$ cat config.mk
export PLATFORM = sky130hd
export DESIGN_NAME = modular_inverse_euclid
export DESIGN_NICKNAME = d
export VERILOG_FILES = /design/src/sv/mie_pkg.sv /design/src/sv/modular_inverse_euclid.sv /design/src/sv/mie_datapath.sv /design/src/sv/mie_controller.sv
export SDC_FILE = /design/constraint.sdc
export NUM_CORES = 1
export LEC_CHECK = 0
export ABC_CLOCK_PERIOD_IN_PS = 7000
export BUFFER_PORTS_ARGS = -buffer_cell sky130_fd_sc_hd__buf_2
export CAP_MARGIN = 0
export CORE_MARGIN = 2
export CORE_UTILIZATION = 62
export DETAILED_ROUTE_END_ITERATION = 7
export GPL_TIMING_DRIVEN = 1
export PLACE_DENSITY = 0.81
export SYNTH_ARGS = -nofsm -noshare
export SYNTH_HDL_FRONTEND = slang
export SYNTH_HIERARCHICAL = 1
export SYNTH_SLANG_ARGS = --single-unit
export TNS_END_PERCENT = 30
$ cat constraint.sdc
create_clock -name clock -period 7 [get_ports clock]
set_input_delay 1.4 -clock clock [delete_from_list [all_inputs] [get_ports clock]]
set_output_delay 1.4 -clock clock [all_outputs]
set_load 0.01 [all_outputs]
$ cat src/sv/mie_pkg.sv
package mie_pkg;

   typedef struct packed {
      logic [31:0] value;
      logic [31:0] modulus;
   } req_payload_type;

   typedef struct packed {
      logic [31:0] inverse;
      logic        not_coprime;
   } rsp_payload_type;

   // Commands from the controller to the datapath.
   typedef struct packed {
      logic load;
      logic div_init;
      logic div_step;
      logic update;
      logic emit;
   } dp_cmd_type;

   // Status from the datapath to the controller.
   typedef struct packed {
      logic b_zero;
      logic rem_zero;
   } dp_status_type;

endpackage

$ cat src/sv/modular_inverse_euclid.sv
// Modular inverse by the extended Euclidean algorithm. Each transfer on the request channel
// carries a value and a modulus, both taken in their low OPERAND_WIDTH bits, and produces
// exactly one transfer on the response channel holding the inverse in the range 0 to
// modulus-1 and a flag that is set when the gcd of the two operands is not 1, in which case
// the inverse field has no meaning. A zero modulus, or a value that the modulus divides,
// gives an inverse of 0. The block works on one item at a time: a request is taken only
// when the engine is idle, which may be while the previous result still waits in the
// response register. Each Euclid step passes through the check state, the bit-serial
// restoring divider in the divide state and the update state, and the next request can be
// taken in the same cycle as the earliest response transfer; a zero modulus needs no step.
// For 32-bit operands an item needs at most about 47 steps.
module modular_inverse_euclid #(
   parameter int OPERAND_WIDTH = 32
) (
   input  logic                     clock,
   input  logic                     reset,
   input  logic                     req_valid,
   output logic                     req_stall,
   input  mie_pkg::req_payload_type req_data,
   output logic                     rsp_valid,
   input  logic                     rsp_stall,
   output mie_pkg::rsp_payload_type rsp_data
);
   import mie_pkg::*;

   // The controller sequences the steps; the datapath holds the operands, the running
   // Bezout coefficients and the response register.
   dp_cmd_type    cmd;
   dp_status_type status;

   mie_controller #(
      .OPERAND_WIDTH(OPERAND_WIDTH)
   ) u_controller (
      .clock    (clock),
      .reset    (reset),
      .req_valid(req_valid),
      .req_stall(req_stall),
      .rsp_valid(rsp_valid),
      .rsp_stall(rsp_stall),
      .status   (status),
      .cmd      (cmd)
   );

   // The coefficients are held two bits wider than the operands, which is enough for
   // their true magnitude, so the wrap-around arithmetic is exact.
   mie_datapath #(
      .OPERAND_WIDTH(OPERAND_WIDTH)
   ) u_datapath (
      .clock   (clock),
      .cmd     (cmd),
      .req_data(req_data),
      .status  (status),
      .rsp_data(rsp_data)
   );

endmodule

$ cat src/sv/mie_datapath.sv
module mie_datapath #(
   parameter int OPERAND_WIDTH = 32
) (
   input  logic                     clock,
   input  mie_pkg::dp_cmd_type      cmd,
   input  mie_pkg::req_payload_type req_data,
   output mie_pkg::dp_status_type   status,
   output mie_pkg::rsp_payload_type rsp_data
);
   import mie_pkg::*;

   localparam int W = OPERAND_WIDTH;

   logic [W-1:0]    a_ff, a_in;
   logic [W-1:0]    b_ff, b_in;
   logic [W-1:0]    m_ff, m_in;
   logic [W+1:0]    x_ff, x_in;
   logic [W+1:0]    px_ff, px_in;
   logic [W+1:0]    d_ff, d_in;
   logic [W-1:0]    rem_ff, rem_in;
   logic [W-1:0]    quo_ff, quo_in;
   rsp_payload_type rsp_ff, rsp_in;

   logic [W:0]      shifted;
   logic [W+1:0]    diff;
   logic            qbit;
   logic [W+1:0]    folded;

   // One restoring division step; the negated product -x*q is built alongside by Horner's rule.
   assign shifted = {rem_ff, quo_ff[W-1]};
   assign diff    = {1'b0, shifted} - {2'b00, b_ff};
   assign qbit    = ~diff[W+1];

   assign folded = x_ff[W+1] ? (x_ff + {2'b00, m_ff}) : x_ff;

   always_comb begin
      a_in   = a_ff;
      b_in   = b_ff;
      m_in   = m_ff;
      x_in   = x_ff;
      px_in  = px_ff;
      d_in   = d_ff;
      rem_in = rem_ff;
      quo_in = quo_ff;
      rsp_in = rsp_ff;
      if (cmd.load) begin
         a_in  = W'(req_data.value);
         b_in  = W'(req_data.modulus);
         m_in  = W'(req_data.modulus);
         x_in  = '0;
         px_in = (W+2)'(1);
      end
      if (cmd.div_init) begin
         rem_in = '0;
         quo_in = a_ff;
         d_in   = '0;
      end
      if (cmd.div_step) begin
         rem_in = qbit ? diff[W-1:0] : shifted[W-1:0];
         quo_in = {quo_ff[W-2:0], qbit};
         d_in   = {d_ff[W:0], 1'b0} - (qbit ? x_ff : '0);
      end
      if (cmd.update) begin
         a_in = b_ff;
         b_in = rem_ff;
         if (rem_ff != '0) begin
            x_in  = px_ff + d_ff;
            px_in = x_ff;
         end
      end
      if (cmd.emit) begin
         rsp_in.inverse     = 32'(folded);
         rsp_in.not_coprime = (a_ff != W'(1));
      end
   end

   always_ff @(posedge clock) begin
      a_ff   <= a_in;
      b_ff   <= b_in;
      m_ff   <= m_in;
      x_ff   <= x_in;
      px_ff  <= px_in;
      d_ff   <= d_in;
      rem_ff <= rem_in;
      quo_ff <= quo_in;
      rsp_ff <= rsp_in;
   end

   assign status.b_zero   = (b_ff == '0);
   assign status.rem_zero = (rem_ff == '0);
   assign rsp_data        = rsp_ff;

endmodule

$ cat src/sv/mie_controller.sv
module mie_controller #(
   parameter int OPERAND_WIDTH = 32
) (
   input  logic                   clock,
   input  logic                   reset,
   input  logic                   req_valid,
   output logic                   req_stall,
   output logic                   rsp_valid,
   input  logic                   rsp_stall,
   input  mie_pkg::dp_status_type status,
   output mie_pkg::dp_cmd_type    cmd
);
   import mie_pkg::*;

   localparam int COUNT_WIDTH = $clog2(OPERAND_WIDTH);

   typedef enum logic [4:0] {
      ST_IDLE   = 5'b00001,
      ST_CHECK  = 5'b00010,
      ST_DIVIDE = 5'b00100,
      ST_UPDATE = 5'b01000,
      ST_DONE   = 5'b10000
   } state_type;

   state_type              state_ff, state_in;
   logic [COUNT_WIDTH-1:0] count_ff, count_in;
   logic                   rsp_valid_ff, rsp_valid_in;
   logic                   out_free;

   assign out_free = ~rsp_valid_ff | ~rsp_stall;

   always_comb begin
      state_in = state_ff;
      count_in = count_ff;
      cmd      = '0;
      case (state_ff)
         ST_IDLE: begin
            if (req_valid) begin
               cmd.load = 1'b1;
               state_in = ST_CHECK;
            end
         end
         ST_CHECK: begin
            if (status.b_zero) begin
               state_in = ST_DONE;
            end else begin
               cmd.div_init = 1'b1;
               count_in     = '0;
               state_in     = ST_DIVIDE;
            end
         end
         ST_DIVIDE: begin
            cmd.div_step = 1'b1;
            count_in     = count_ff + COUNT_WIDTH'(1);
            if (count_ff == COUNT_WIDTH'(OPERAND_WIDTH - 1)) begin
               state_in = ST_UPDATE;
            end
         end
         ST_UPDATE: begin
            cmd.update = 1'b1;
            state_in   = status.rem_zero ? ST_DONE : ST_CHECK;
         end
         ST_DONE: begin
            if (out_free) begin
               cmd.emit = 1'b1;
               state_in = ST_IDLE;
            end
         end
         default: begin
            state_in = ST_IDLE;
         end
      endcase
   end

   assign rsp_valid_in = cmd.emit | (rsp_valid_ff & rsp_stall);

   always_ff @(posedge clock) begin
      if (reset) begin
         state_ff     <= ST_IDLE;
         count_ff     <= '0;
         rsp_valid_ff <= 1'b0;
      end else begin
         state_ff     <= state_in;
         count_ff     <= count_in;
         rsp_valid_ff <= rsp_valid_in;
      end
   end

   assign req_stall = (state_ff != ST_IDLE);
   assign rsp_valid = rsp_valid_ff;

endmodule

==> metrics, run 1 <==
Post-CTS Resized=0; Crit Path Class=reg2reg; worst rel slew slack=0.203; cts hold-fix bufs=0; core area=29800 um2; drt first pass iters=5; slowest CP cell=or2_2; CP Capture Type=register; Max Root-Sink Buffers=3; GRT Util Overall=0.295; minimum clock period=5.91 ns; status=finished clean; CP delay by family, top=compound AO/OA/AOI/OAI gates; Root Driver=clkbuf_16; Synth Instances=1842; Max Slew Vio Count=0; dpl cell area=19700 um2; Routed wire per std cell=20.1 um; mapped cell area=18900 um2; Crit path arrival time=6.19 ns; Syn Nets=2044; Peak Freq=between 150 and 200 MHz; async set or reset register ratio after synthesis=0; largest net degree at the start of global routing=98; Critical Path Source Type=register; CP max stage delay=0.88 ns; Final ANT Viol Nets=0; RSZ-0062 raised after global routing=no; synth warn=6; worst-path maximum fanout=49; FF-to-FF End=u_datapath/d_ff[33]; most area-consuming cells after synthesis=edfxtp_1 36%, ha_1 8.6%, dfxtp_1 8.4%, mux2_2 7.5%, nand2_1 4.1%; number of synthesized flops with an enable pin=227; dominant cell type by area after synthesis=edfxtp_1; final hold vios=0; CP cell instances=inv_1, ha_1, nor2b_1, o2111ai_1, a31oi_1, o211ai_1, a21oi_2, or2_2, nand2_1, ha_1, a21o_1, a21o_1, a211o_1, nand4_1, a31oi_1, a211o_1, a31oi_1, a2111o_1, nand3_1, and3b_1; initial antenna violation count=0; wire length of the first global-routing pass=between 70 and 80 mm; Boundary Pins=103; Worst VDD drop=0.000284 V; total die area=between 30000 and 40000 um2; Worst Clk Skew=0.0106 ns; share of cells above drive strength 1=0.168; H-tree level count=2; Critical R2R Launch=u_datapath/b_ff[1]; Hold Path End=u_datapath/px_ff[22]; Skew-Pair Late Insertion Delay=0.53 ns; Clk pin slew, worst setup/hold paths=0.06 ns; final period utilization=0.844; Die X=178 um; post-route design area=20800 um2; Synth Register Bits=between 300 and 400; setup bufs post-CTS=0; CTS tree=built; Seq/Total Area, Yosys=0.445; synth-to-layout area growth=10.4%; CTS sink cnt=306; Die Ht=about 180 um; count leader, synth=edfxtp_1; Buf+Inv Stages, Crit Path=1; Power Density=approximately 240 nW/um2; # diodes=0; MaxCap Viol Count=0; Pleak=roughly 8.5 nW; most frequent cells after synthesis=227 x edfxtp_1, 204 x nand2_1, 130 x ha_1, 127 x a21oi_1, 125 x mux2_2; overall routed net length=47.0 mm; top cell type's share of synthesized area=0.362; starting density of the core=0.633; routed vias/inst=6.34; Cell variety after synth=83; Buffers on Ports=just over 100; Tot Pwr=4.91 mW; Site Rows=63; Worst Max-Slew Pin Slew=1.20 ns; FF-to-FF path depth=20; dpl ws=1.39 ns; cell with the most instances on the worst path=a31oi_1; via count=around 15000; gpl congestion=0.966; Top FF cell, synth=edfxtp_1; setup_tns=0 ns; WP data required=7.28 ns; vias in the first global route=~14000; Hold Path Origin=u_datapath/px_ff[22]; Avg Cell Area, Syn=10.2 um2; DR DRC count=0; reg2reg setup slack=1.09 ns; Num CTS Buffers=35; Initial DRC Count=1159; GRT Residual Overflow=0; # nets final=2126; Final WS setup=~1.1 ns; Hold Crit Class=reg2reg; count of final setup violators=0; dpl hpwl=33.6 mm; WHS Path Cells=2
-- flip-flops by register name (all words and copies together), names as in the netlist --
signal                  count
u_controller/count_ff       5
u_datapath/a_ff            32
u_datapath/px_ff           34
u_datapath/b_ff            32
u_datapath/quo_ff          32
u_datapath/rem_ff          32
u_controller/state_ff       5
u_datapath/rsp_data        33
u_controller/rsp_valid      1
u_datapath/x_ff            34
u_datapath/d_ff            34
u_datapath/m_ff            32
-- layer usage --
metal | wire [um] | global-route usage | vias to the layer above
li1 | - | - | 6982
met1 | 19600 | 0.394 | 7138
met2 | 22000 | 0.484 | 617
met3 | 3630 | 0.0458 | 105
met4 | 1740 | 0.118 | 0
met5 | 0 | 0 | -
-- cell type report --
class	count	area, um2
fill	2204	8980
multi-input combinational	1390	9930
inverter	76	285
timing repair buffer	115	608
sequential	306	8400
clock inverter	16	139
tap	390	488
clock buffer	48	965
-- logic make-up (layout without fill, tap and decap cells) --
group | count (synthesis) | count (layout) | share of synthesized area
muxes | 130 | 130 | 0.0773
adders and majority gates | 134 | 134 | 0.0905
buffers and inverters | 146 | 255 | 0.0296
xor gates and xnor gates | 104 | 104 | 0.0483
AOI/OAI and AO/OA | 433 | 433 | 0.150
and+or+nand+nor | 589 | 589 | 0.159
DFF | 306 | 306 | 0.445
-- layout by cell type (no fill, tap or decap), types with 64 or more instances in the layout --
master / n
a21o_1: 85
ha_1: 130
inv_1: 74
buf_2: 102
o21ai_0: 79
nand2_1: 204
nor2_1: 101
nand3b_1: 69
mux2_2: 125
a21oi_1: 126
dfxtp_1: 79
edfxtp_1: 227
xnor2_1: 64
-- worst register-to-register path, delay by kind of cell, from the launching register on --
family	cells	cell delay (ns)
AOI/OAI and AO/OA	11	2.84
and+or+nand+nor	6	1.60
adders and majority gates	2	0.68
DFF	1	0.44
buffers and inverters	1	0.08
-- per-stage QoR --
step	util	hold slack, ns	instances
floorplan	-	0.431	1842
global placement	0.662	0.458	2277
detailed placement	0.662	0.469	2277
CTS	0.699	0.480	2341
global route	0.699	0.499	2341
finish	0.699	0.481	2341
-- how the worst max path moves through the flow --
stage | from | to | slack (ns) | cells after the start
final | u_datapath/b_ff[1] | u_datapath/d_ff[33] | 1.09 | 20
after CTS | u_datapath/b_ff[1] | u_datapath/d_ff[33] | 1.25 | 20
after global placement | u_datapath/rem_ff[17] | u_datapath/d_ff[32] | 1.57 | 20
after global routing | u_datapath/b_ff[1] | u_datapath/d_ff[22] | 0.77 | 20
after floorplan | u_datapath/rem_ff[17] | u_datapath/d_ff[32] | 2.07 | 23
after detailed placement | u_datapath/b_ff[1] | u_datapath/d_ff[22] | 1.39 | 20
-- power by group --
group	internal, mW	switching, mW	leakage (nW)
Sequential	2.13	0.0990	2.75
Combinational	0.371	0.560	5.21
Clock	1.02	0.742	0.549
(Power assumes the default switching activity.)
==> run 2: changes to the inputs <==
Settings changed: ABC_CLOCK_PERIOD_IN_PS 7000 to 5300, CORE_UTILIZATION 62 to 56, PLACE_DENSITY 0.81 to 0.77.
Clock period 7 ns to 5.3 ns, I/O delays scaled along.
==> metrics, run 2 (synthesis gave the netlist of run 1 again) <==
Non-Filler Instances=2405 (+2.7%); Die Ht=187 um (+5.1%); core area=33400 um2 (+12%); synth-to-layout area growth=12.1%; Initial DRC Count=1227 (+5.9%); worst rel slew slack=0.338 (+0.135); # nets final=2133 (+0.33%); Die X=187 um (+5.1%); fillers=2713 (+23%); drt first pass iters=6 (+1); Pleak=8.59 nW (+0.96%); switching share of total power=0.279 (-0.00591); Max Slew Vio Count=0 (unchanged); CTS tree=built; worst-path maximum fanout=7 (-86%); Peak Freq=197 MHz (+16%); Worst Clk Skew=0.0362 ns (+0.0256 ns); Skew-Pair Late Insertion Delay=0.54 ns (about the same); share of cells above drive strength 1=0.173 (+0.00562); CTS sink cnt=306 (unchanged); Hold Path End=u_datapath/px_ff[32]; crit path from=u_datapath/rem_ff[17]; minimum clock period=5.09 ns (-0.821 ns); vias in the first global route=14400 (+1.4%); gpl congestion=0.935 (-3.2%); final period utilization=0.960 (+0.116); Clk pwr share=0.376 (+0.018); Largest regs=u_datapath/d_ff (34), u_datapath/px_ff (34), u_datapath/x_ff (34); Worst Max-Slew Pin Slew=0.993 ns (-0.203 ns); commonest non-fill, non-tap cell in the layout=edfxtp_1; starting density of the core=0.565 (-0.0677); initial antenna violation count=0 (unchanged); Clk pin slew, worst setup/hold paths=0.06 ns (about the same); Root Driver=clkbuf_16; CP cell instances=ha_1, a21oi_2, nor2_1, or4_4, a221oi_4, o211ai_4, or2_4, nand2_1, ha_1, nor2b_2, o21ai_1, a21boi_2, o41ai_4, o22ai_1, a21oi_1, a21oi_1, a211oi_1, xor2_1, nor2_1; Worst VDD drop=0.000325 V (+14%); Power Internal=4.85 mW (+38%); FF-to-FF End=u_datapath/d_ff[22]; Final ANT Viol Nets=0 (unchanged); dpl hpwl=33.8 mm (+0.63%); Multi-input gate area=10000 um2 (+0.62%); WHS Path Cells=2 (unchanged); H-tree level count=2 (unchanged); commonest cells after routing, fill and taps aside=227 x edfxtp_1, 204 x nand2_1, 130 x ha_1; Site Rows=67 (+6.3%); via count=14700 (-0.69%); FF-to-FF path depth=19 (-5.0%); Hold Crit Class=reg2reg; Num CTS Buffers=34 (-2.9%); cts hold-fix bufs=0 (unchanged); count of final setup violators=0 (unchanged); part of the power in registers=0.437 (-0.016); slowest CP cell=or4_4; CP Capture Type=register; status=finished clean; WP data required=5.53 ns (-1.75 ns); CP max stage delay=0.48 ns (-0.40 ns); Critical R2R Launch=u_datapath/rem_ff[17]; GRT Residual Overflow=0 (unchanged); Combinational Power Share=0.187 (-0.002); GRT Util Overall=0.265 (-0.0299); area occupied by registers=8400 um2 (unchanged); final hold vios=0 (unchanged); # diodes=0 (unchanged); Boundary Pins=103 (unchanged); MaxCap Viol Count=0 (unchanged); RSZ-0062 raised after global routing=yes; Buffers on Ports=102 (unchanged); Routed wire per std cell=19.8 um (-1.1%); Crit Path Class=reg2reg; dpl ws=0.0333 ns (-1.36 ns); placed cell count=2343 (+2.9%); DR DRC count=0 (unchanged); routed vias/inst=6.13 (-3.3%); total die area=35200 um2 (+10%); Crit path arrival time=5.32 ns (-0.87 ns); Hold Path Origin=u_datapath/x_ff[32]; Critical Path Source Type=register; Final WS setup=0.214 ns (-0.879 ns); overall routed net length=47.7 mm (+1.6%); Core Util, Final=0.633 (-0.0653); Max Root-Sink Buffers=3 (unchanged); reg2reg setup slack=0.21 ns (-0.88 ns); Psw=1.88 mW (+34%); largest net degree at the start of global routing=101 (+3.1%); Power Density=318 nW/um2 (+35%); wire length of the first global-routing pass=75.0 mm (+1.9%)
-- run 2: changes by cell type in the layout (fill, tap and decap cells not counted), sizes merged --
| cell | delta |
|---|---|
| bufinv | +4 |
| clkinvlp | +3 |
| inv | -3 |
| buf | +8 |
| clkinv | -1 |
| clkbuf | -5 |
-- run 2: power by group through the flow --
stage	combinational, mW	sequential [mW]	clock (mW)
5_1_grt	1.38	2.95	2.64
3_3_place_gp	1.19	2.98	0
2_1_floorplan	0.929	2.93	0
6_report	1.26	2.94	2.53
4_1_cts	1.23	2.93	2.56
3_5_place_dp	1.21	2.98	0
-- run 2: critical path: cells and delay by family (launching register included) --
family                   cells  cell delay, ns
AO/OA/AOI/OAI               10            2.31
AND/OR/NAND/NOR              6            1.20
adder cells (fa/ha/maj)      2            0.66
flip-flops                   1            0.44
XOR/XNOR                     1            0.17
-- run 2: routing by layer --
layer | vias up | routed length, um | global-route usage
li1 | 7007 | - | -
met5 | - | 0 | 0
met1 | 7114 | 20400 | 0.352
met2 | 525 | 23100 | 0.457
met4 | 0 | 1270 | 0.0793
met3 | 93 | 2900 | 0.0339
-- run 2: timing repair --
action / in CTS / in global routing
setup buffers: 0 / 0
gates resized for setup: 0 / 13
endpoints found under the setup margin: 0 / 11
-- run 2: metrics by stage --
step           TNS, ns  total power, mW  instance area [um2]  hold WS (ns)
6_report             0             6.73                21100         0.470
5_1_grt        -0.0587             6.98                21100         0.495
4_1_cts              0             6.72                21100         0.479
3_5_place_dp         0             4.19                19800         0.464
3_3_place_gp         0             4.16                19800         0.458
2_1_floorplan        0             3.86                18900         0.431
-- run 2: how the worst max path moves through the flow --
| stage | to | depth (start not counted) |
|---|---|---|
| 6_report | u_datapath/d_ff[22] | 19 |
| 2_1_floorplan | u_datapath/d_ff[32] | 23 |
| 4_1_cts | u_datapath/d_ff[32] | 19 |
| 3_5_place_dp | u_datapath/d_ff[33] | 20 |
| 3_3_place_gp | u_datapath/d_ff[33] | 20 |
| 5_1_grt | u_datapath/d_ff[32] | 21 |
-- run 2: cell type report --
class,count,area share
inverters,76,0.0135
clock inverters,19,0.0120
multi-input cells,1390,0.473
well taps,448,0.0265
clock buffers,43,0.0453
repair buffers,123,0.0322
flip-flops and latches,306,0.397
==> run 3: changes to the inputs <==
Settings changed: RECOVER_POWER from default to 50.
==> metrics, run 3 (synthesis gave the netlist of run 1 again) <==
WHS Path Cells=2 (unchanged); initial antenna violation count=0 (unchanged); slowest CP cell=or4_4; Clk pin slew, worst setup/hold paths=0.06 ns (about the same); final hold vios=0 (unchanged); share of cells above drive strength 1=0.133 (-0.0399); GRT Util Overall=0.265 (unchanged); Worst Max-Slew Pin Slew=2.80 ns (+1.81 ns); Root Driver=clkbuf_16; Die X=187 um (unchanged); GRT Residual Overflow=0 (unchanged); Largest regs=u_datapath/d_ff (34), u_datapath/px_ff (34), u_datapath/x_ff (34); # nets final=2133 (unchanged); FF-to-FF path depth=19 (unchanged); final period utilization=0.957 (-0.00260); Tot Pwr=6.73 mW (about the same); failing checks=capacitance limit, slew limit; CP delay by family, top=compound AO/OA/AOI/OAI gates; Routed wire per std cell=19.8 um (about the same); Worst Clk Skew=0.0349 ns (-0.00131 ns); CP max stage delay=0.48 ns (about the same); FF-to-FF End=u_datapath/d_ff[22]; cts hold-fix bufs=0 (unchanged); Buf+Inv Stages, Crit Path=0 (unchanged); Critical Path Source Type=register; Critical R2R Launch=u_datapath/rem_ff[17]; Buffers on Ports=102 (unchanged); Num CTS Buffers=34 (unchanged); Pleak=8.38 nW (-2.4%); CTS tree=built; Crit path arrival time=5.31 ns (about the same); dpl cell area=19800 um2 (unchanged); Site Rows=67 (unchanged); total die area=35200 um2 (unchanged); H-tree level count=2 (unchanged); reg2reg setup slack=0.23 ns (about the same); commonest cells after routing, fill and taps aside=227 x edfxtp_1, 204 x nand2_1, 130 x ha_1; Non-Filler Instances=2405 (unchanged); placed cell count=2343 (unchanged); Peak Freq=197 MHz (+0.27%); vias in the first global route=14400 (unchanged); Hold Path End=u_datapath/px_ff[32]; Hold Path Origin=u_datapath/x_ff[32]; starting density of the core=0.565 (unchanged); Max Slew Vio Count=328 (+328); Initial DRC Count=1185 (-3.4%); minimum clock period=5.07 ns (-0.0138 ns); overall routed net length=47.7 mm (about the same); worst rel slew slack=-0.869 (-1.21); status=finished with violations; CP Capture Type=register; wire length of the first global-routing pass=75.0 mm (unchanged); Final ANT Viol Nets=0 (unchanged); Boundary Pins=103 (unchanged); largest net degree at the start of global routing=101 (unchanged); dpl hpwl=33.8 mm (unchanged); synth-to-layout area growth=11.5%; Hold Crit Class=reg2reg; gpl congestion=0.935 (unchanged); Power Density=320 nW/um2 (+0.55%); core area=33400 um2 (unchanged); Die Ht=187 um (unchanged); # diodes=0 (unchanged); Core Util, Final=0.630 (-0.00349); routed vias/inst=6.14 (+0.25%); CTS sink cnt=306 (unchanged); count of final setup violators=0 (unchanged); post-route design area=21000 um2 (-0.55%); Crit Path Class=reg2reg; via count=14800 (+0.25%); worst-path maximum fanout=7 (unchanged); Max Root-Sink Buffers=3 (unchanged); WP data required=5.53 ns (about the same); drt first pass iters=6 (unchanged); RSZ-0062 raised after global routing=yes; Skew-Pair Late Insertion Delay=0.54 ns (about the same); DR DRC count=0 (unchanged); MaxCap Viol Count=7 (+7); Worst VDD drop=0.000324 V (-0.13%); commonest non-fill, non-tap cell in the layout=edfxtp_1; CP cell instances=ha_1, a21oi_2, nor2_1, or4_4, a221oi_4, o211ai_4, or2_4, nand2_1, ha_1, nor2b_2, o21ai_1, a21boi_2, o41ai_4, o22ai_1, a21oi_1, a21oi_1, a211oi_1, xor2_1, nor2_1
-- run 3: cell types whose count changed in the layout (fill, tap and decap cells not counted), sizes merged --
| cell | previous run | this run |
|---|---|---|
| clkbuf | 43 | 114 |
| buf | 123 | 52 |
-- run 3: timing repair --
item / CTS / global route
gates resized for setup: 0 / 13
endpoints found under the setup margin: 0 / 11
setup buffers: 0 / 0
-- run 3: area by class of cell --
class | count | area (um2)
multi-input combinational | 1390 | 9980
timing repair buffer | 123 | 581
fill | 2750 | 12300
clock inverter | 19 | 254
inverter | 76 | 285
sequential | 306 | 8400
clock buffer | 43 | 957
tap | 448 | 561
-- run 3: worst max-delay path by stage --
stage,start,end,slack (ns),depth (start not counted)
after CTS,u_datapath/rem_ff[0],u_datapath/d_ff[32],0.03,19
after global routing,u_datapath/b_ff[18],u_datapath/d_ff[32],-0.05,21
after global placement,u_datapath/rem_ff[17],u_datapath/d_ff[33],0.18,20
final,u_datapath/rem_ff[17],u_datapath/d_ff[22],0.23,19
after floorplan,u_datapath/rem_ff[17],u_datapath/d_ff[32],0.37,23
after detailed placement,u_datapath/rem_ff[17],u_datapath/d_ff[33],0.03,20
-- run 3: tightest hold or removal path: cells and delay by family (launching register included) --
kind | cells | cell delay [ns]
flops | 1 | 0.33
simple gates | 2 | 0.10
-- run 3: stage by stage --
step	worst slack (ns)	hold WS [ns]	TNS, ns
after floorplan	0.373	0.431	0
after global placement	0.180	0.458	0
after detailed placement	0.0333	0.464	0
after CTS	0.0254	0.479	0
after global routing	-0.0532	0.495	-0.0587
final	0.228	0.468	0
-- run 3: routing by layer --
| metal | vias to the layer above | part of all wire | GRT usage | routed length, um |
|---|---|---|---|---|
| met5 | - | 0 | 0 | 0 |
| li1 | 7016 | - | - | - |
| met2 | 530 | 0.49 | 0.457 | 23200 |
| met1 | 7136 | 0.43 | 0.352 | 20400 |
| met3 | 94 | 0.061 | 0.0339 | 2890 |
| met4 | 0 | 0.026 | 0.0793 | 1260 |
-- run 3: where the power goes --
group	internal (mW)	leakage (nW)	switching, mW	total [mW]
logic	0.503	5.05	0.753	1.26
clock network	1.54	0.579	0.989	2.52
registers	2.81	2.75	0.131	2.94
total	4.85	8.38	1.87	6.73
